<file path="config.mk">
export PLATFORM = sky130hd
export DESIGN_NAME = knc_ctrl
export DESIGN_NICKNAME = d
export VERILOG_FILES = /design/src/design/knc_pkg.sv /design/src/design/knc_ctrl.sv
export SDC_FILE = /design/constraint.sdc
export NUM_CORES = 1
export LEC_CHECK = 0
export BUFFER_PORTS_ARGS = -buffer_cell sky130_fd_sc_hd__buf_2
export CORE_AREA = 2 2 39 41
export DETAILED_ROUTE_END_ITERATION = 7
export DIE_AREA = 0 0 41 43
export GPL_TIMING_DRIVEN = 1
export HOLD_SLACK_MARGIN = 0.08
export SLEW_MARGIN = 40
export SYNTH_ARGS = -nofsm -noshare
export SYNTH_HDL_FRONTEND = slang
export SYNTH_SLANG_ARGS = --single-unit
</file>
<file path="constraint.sdc">
create_clock -name clock -period 1.2 [get_ports clock]
set_clock_uncertainty 0.15 [all_clocks]
set_input_delay 0.12 -clock clock [delete_from_list [all_inputs] [get_ports clock]]
set_output_delay 0.12 -clock clock [all_outputs]
set_load 0.02 [all_outputs]
</file>
<file path="src/design/knc_pkg.sv">
`default_nettype none
// ----------------------------------------------------------------------------
// knc_pkg
// Shared constants and controller/datapath interface types for the k-nearest
// neighbor match consistency filter.
// ----------------------------------------------------------------------------
package knc_pkg;

   // Defaults for the top-level parameters
   localparam int MAX_POINTS_DEFAULT = 64;
   localparam int COORD_BITS_DEFAULT = 12;

   // Fixed field widths
   localparam int IN_COORD_BITS  = 12;
   localparam int THRESHOLD_BITS = 17;
   localparam int NEIGHBOR_BITS  = 6;
   localparam int INDEX_OUT_BITS = 6;
   localparam int FRAC_BITS      = 16;

   // Configuration register indexes
   localparam int CSR_INDEX_BITS = 1;
   localparam logic [CSR_INDEX_BITS-1:0] CSR_THRESHOLD = 1'd0;
   localparam logic [CSR_INDEX_BITS-1:0] CSR_NEIGHBORS = 1'd1;

   // Register reset values
   localparam logic [THRESHOLD_BITS-1:0] THRESHOLD_RESET = 17'd32768;
   localparam logic [NEIGHBOR_BITS-1:0]  NEIGHBORS_RESET = 6'd8;

   // Commands from controller to datapath
   typedef struct packed {
      logic load_item;     // store the incoming request
      logic start_pair;    // clear neighbor sets for the current pair
      logic fetch_own;     // read the current pair's own point
      logic capture_own;   // latch the own point
      logic scan_start;    // restart the scan and the best candidate
      logic scan_issue;    // issue one scan read
      logic mark;          // commit the best candidate of the round
      logic phase_b_start; // switch to image B
      logic emit;          // load the result register
      logic next_pair;     // advance to the next pair
      logic clear_set;     // empty the set
   } knc_cmd_type;

   // Status from datapath to controller
   typedef struct packed {
      logic                     keff_zero;
      logic                     scan_last;
      logic                     pipe_empty;
      logic                     round_last;
      logic                     pair_last;
      logic                     phase_b;
      logic                     rsp_free;
      logic [NEIGHBOR_BITS-1:0] keff;
   } knc_status_type;

endpackage
`default_nettype wire

</file>
<file path="src/design/knc_ctrl.sv">
`default_nettype none
// ----------------------------------------------------------------------------
// knc_ctrl
// Sequencer: loads the set, then for each pair runs K nearest-point rounds in
// image A and in image B and emits one result.
// ----------------------------------------------------------------------------
module knc_ctrl
   import knc_pkg::*;
(
   input  wire logic           clock,
   input  wire logic           reset,
   input  wire logic           req_valid,
   input  wire logic           req_last_pair,
   output logic                req_stall,
   input  wire knc_status_type status,
   output knc_cmd_type         cmd
);

   localparam logic [2:0] ST_LOAD   = 3'd0;
   localparam logic [2:0] ST_PAIR   = 3'd1;
   localparam logic [2:0] ST_OWN    = 3'd2;
   localparam logic [2:0] ST_OWNCAP = 3'd3;
   localparam logic [2:0] ST_SCAN   = 3'd4;
   localparam logic [2:0] ST_DRAIN  = 3'd5;
   localparam logic [2:0] ST_MARK   = 3'd6;
   localparam logic [2:0] ST_EMIT   = 3'd7;

   logic [2:0] state_ff, state_in;

   assign req_stall = (state_ff != ST_LOAD);

   // Next state and commands
   always_comb begin
      state_in = state_ff;
      cmd      = '0;
      unique case (state_ff)
         ST_LOAD: begin
            if (req_valid) begin
               cmd.load_item = 1'b1;
               if (req_last_pair) begin
                  state_in = ST_PAIR;
               end
            end
         end
         ST_PAIR: begin
            cmd.start_pair = 1'b1;
            state_in = status.keff_zero ? ST_EMIT : ST_OWN;
         end
         ST_OWN: begin
            cmd.fetch_own = 1'b1;
            state_in = ST_OWNCAP;
         end
         ST_OWNCAP: begin
            cmd.capture_own = 1'b1;
            cmd.scan_start  = 1'b1;
            state_in = ST_SCAN;
         end
         ST_SCAN: begin
            cmd.scan_issue = 1'b1;
            if (status.scan_last) begin
               state_in = ST_DRAIN;
            end
         end
         ST_DRAIN: begin
            if (status.pipe_empty) begin
               state_in = ST_MARK;
            end
         end
         ST_MARK: begin
            cmd.mark = 1'b1;
            if (!status.round_last) begin
               cmd.scan_start = 1'b1;
               state_in = ST_SCAN;
            end else if (status.phase_b) begin
               state_in = ST_EMIT;
            end else begin
               cmd.phase_b_start = 1'b1;
               state_in = ST_OWN;
            end
         end
         ST_EMIT: begin
            if (status.rsp_free) begin
               cmd.emit = 1'b1;
               if (status.pair_last) begin
                  cmd.clear_set = 1'b1;
                  state_in = ST_LOAD;
               end else begin
                  cmd.next_pair = 1'b1;
                  state_in = ST_PAIR;
               end
            end
         end
         default: state_in = ST_LOAD;
      endcase
   end

   always_ff @(posedge clock) begin
      if (reset) begin
         state_ff <= ST_LOAD;
      end else begin
         state_ff <= state_in;
      end
   end

endmodule
`default_nettype wire

</file>
==> flow_metrics.py <==
metrics = {
    "detailed_routing": {
        "via_per_inst": 4.83,
        "drc": 0,
        "vias": 502,
        "wl_met2_um": 659,
        "wl_met3_um": 69,
        "ant_nets": 0,
        "top_layer": "met4",
        "first_iter_violations": 8,
        "routed_wl_um": 1230,
        "wl_met1_um": 468,
        "drt_pass1_iterations": 4,
        "avgRoutedWirePerCell_um": 11.8,
    },
    "placement": {
        "placed_cells": 93,
        "globalplace.congestion": 0.803,
        "dp_slack_ns": -0.174,
        "placed_area_um2": 573,
        "port_buffers": 22,
    },
    "final_layout": {
        "area_growth_pct": 142,
        "reg_top3": "state_ff: 3 flops",
        "final_cell_area_um2": 786,
        "final_common_cell": "buf_4",
        "mostFrequentLayoutCells": "19 x buf_4, 12 x buf_6, 11 x buf_2, 4 x a21oi_1",
        "top_register": "state_ff",
        "fin_cells": 104,
        "diodes": 0,
        "largest_reg_flops": 3,
        "drive_gt1_share_pct": 77.3,
        "fin_nets": 106,
    },
    "clock_tree": {
        "clockBufferDepth": 2,
        "cts_tree": "yes",
        "cts_buffers": 3,
        "cts_sinks": 3,
        "insertion_delay_ns": 0.24,
        "cts_root_buf": "clkbuf_4",
        "clk_pin_slew_ns": 0.04,
        "htreeDepth": 1,
    },
    "sta": {
        "fin_crit_sh_pct": 126,
        "fin_ws_ns": -0.306,
        "period_needed_ns": 1.51,
        "report.final.hold_viol_count": 0,
        "relSlewSlack_pct": 78.5,
        "tns_ns": -3.27,
        "fmax_mhz": 664,
        "setup_violations": 15,
        "grt_setup_unrepaired": "true",
        "max_slew.worst_pin.slew_ns": 0.322,
        "slew_violations": 0,
    },
    "logic_synthesis": {
        "synth.distinct_cells": 25,
        "synth_area_um2": 325,
        "ys.warnings.count": 0,
        "synth_nets": 61,
        "seq_area_frac_synth_pct": 18.5,
        "synthCells": 44,
        "synth_seq_cells": 3,
        "synth_area_per_cell_um2": 7.39,
    },
    "setup_path": {
        "start_kind": "flop",
        "rrSetupSlack_ns": -0.25,
        "path_buf_inv": 2,
        "worstPathMaxFanout": 5,
        "slowest_stage": "dfxtp_4",
        "required_ns": 0.93,
        "arrival_ns": 1.24,
        "worstSetupPathType": "flop to primary output",
        "cp-end-kind": "primary output",
        "cp_cell_sequence": "nand2_2 > or2_4 > inv_2 > and2_4 > buf_6",
        "max_stage_delay_ns": 0.38,
        "cp_top_family": "simple AND/OR/NAND/NOR gates",
    },
    "pwr": {
        "p_sw_mw": 0.860,
        "p_clk_share_pct": 9.3,
        "power_mw": 1.97,
        "power_leakage_nw": 0.383,
        "vdd_drop_max_uv": 1800,
        "p_sw_share_pct": 43.7,
        "p_int_mw": 1.11,
        "power_frac_seq_pct": 13.7,
        "powerDensity_nw_per_um2": 2510,
        "comb_power_share_pct": 76.9,
    },
    "status": {
        "violations": "setup timing",
        "status": "complete, but fails checks",
    },
    "min_path": {
        "hp-class": "input pin to flop",
    },
    "global_route": {
        "grt_usage_pct": 14.6,
        "grt-ovfl-total": 0,
        "grt_pass1_wl_um": 1790,
        "antenna_found_initial": 0,
        "grt_pass1_vias": 488,
        "grt_max_degree": 8,
    },
    "floorplan": {
        "die_h_um": 43,
        "start_util_pct": 23.5,
        "die_x_um": 41,
        "die-area_um2": 1760,
        "ios": 29,
        "fp.coreArea_um2": 1380,
        "row_count": 14,
    },
    "flow_run": {
        "cap_violations": 0,
    },
}
## cell usage after synthesis
library cell | count | area [um2]
nor4_1 | 2 | 12.5
o21ai_1 | 1 | 5.00
and2_1 | 3 | 18.8
buf_6 | 1 | 11.3
nand2b_1 | 1 | 6.26
o211ai_1 | 1 | 7.51
inv_1 | 4 | 15.0
a311oi_2 | 1 | 15.0
and2_4 | 1 | 8.76
a31oi_4 | 1 | 21.3
nand2_1 | 2 | 7.51
or2_1 | 1 | 6.26
buf_2 | 2 | 10.0
a21oi_1 | 4 | 20.0
nor2b_1 | 1 | 6.26
inv_2 | 1 | 3.75
o21ai_0 | 2 | 10.0
nand2_2 | 1 | 6.26
nor3_1 | 4 | 20.0
nor2_1 | 2 | 7.51
dfxtp_1 | 3 | 60.1
o22ai_1 | 1 | 6.26
nor3b_1 | 2 | 15.0
o32a_1 | 1 | 10.0
a221oi_2 | 1 | 15.0
## layout make-up
type,instances,area [um2]
fillers,121,598
repair buffers,43,343
multi-input cells,33,307
flip-flops and latches,3,71.3
clock buffers,4,26.3
well taps,16,20.0
inverters,5,18.8
## metrics by stage
step / utilization (%) / hold WS [ns]
CTS: 51.8 / 0.0963
floorplan: - / 0.0305
detailed placement: 41.4 / 0.188
global route: 56.8 / 0.112
global placement: 41.4 / 0.183
finish: 56.8 / 0.0962
## tightest hold or removal path, delay by kind of cell
kind                   cells  cell delay, ns
AO/OA/AOI/OAI              2            0.18
buffers and inverters      1            0.10
AND/OR/NAND/NOR            1            0.05
## path summary, 6_finish.rpt
path | from | endpoint | depth (start not counted)
hold reg to reg | state_ff[0] | state_ff[1] | 3
setup reg to reg | state_ff[2] | state_ff[2] | 6
setup / recovery | state_ff[1] | cmd[3] | 5
hold / removal | req_last_pair | state_ff[2] | 4
## logic make-up after synthesis
| kind of cell | count (synthesis) | synth area share (%) |
|---|---|---|
| compound gates | 13 | 33.8 |
| buf+inv | 8 | 12.3 |
| flops | 3 | 18.5 |
| simple gates | 20 | 35.4 |
## repair_timing
item	in CTS	in global routing
hold buffers	1	0
pin swaps	5	7
gates resized for setup	26	13
buffers inserted	3	3
setup endpoints to repair	14	14
endpoints found under the hold margin	3	0
## routing by layer
metal	GRT usage (%)	vias to the layer above
li1	-	246
met1	14.9	229
met2	25.0	23
met3	4.71	4
met4	6.67	0
met5	0	-
## power by group through the flow
stage / Sequential (mW) / Combinational (mW) / Clock, mW
floorplan: 0.183 / 0.698 / 0
global placement: 0.216 / 1.08 / 0
detailed placement: 0.216 / 1.09 / 0
CTS: 0.247 / 1.29 / 0.186
global route: 0.281 / 1.60 / 0.192
finish: 0.270 / 1.51 / 0.184
No activity file was read; power rests on OpenSTA's default activity.
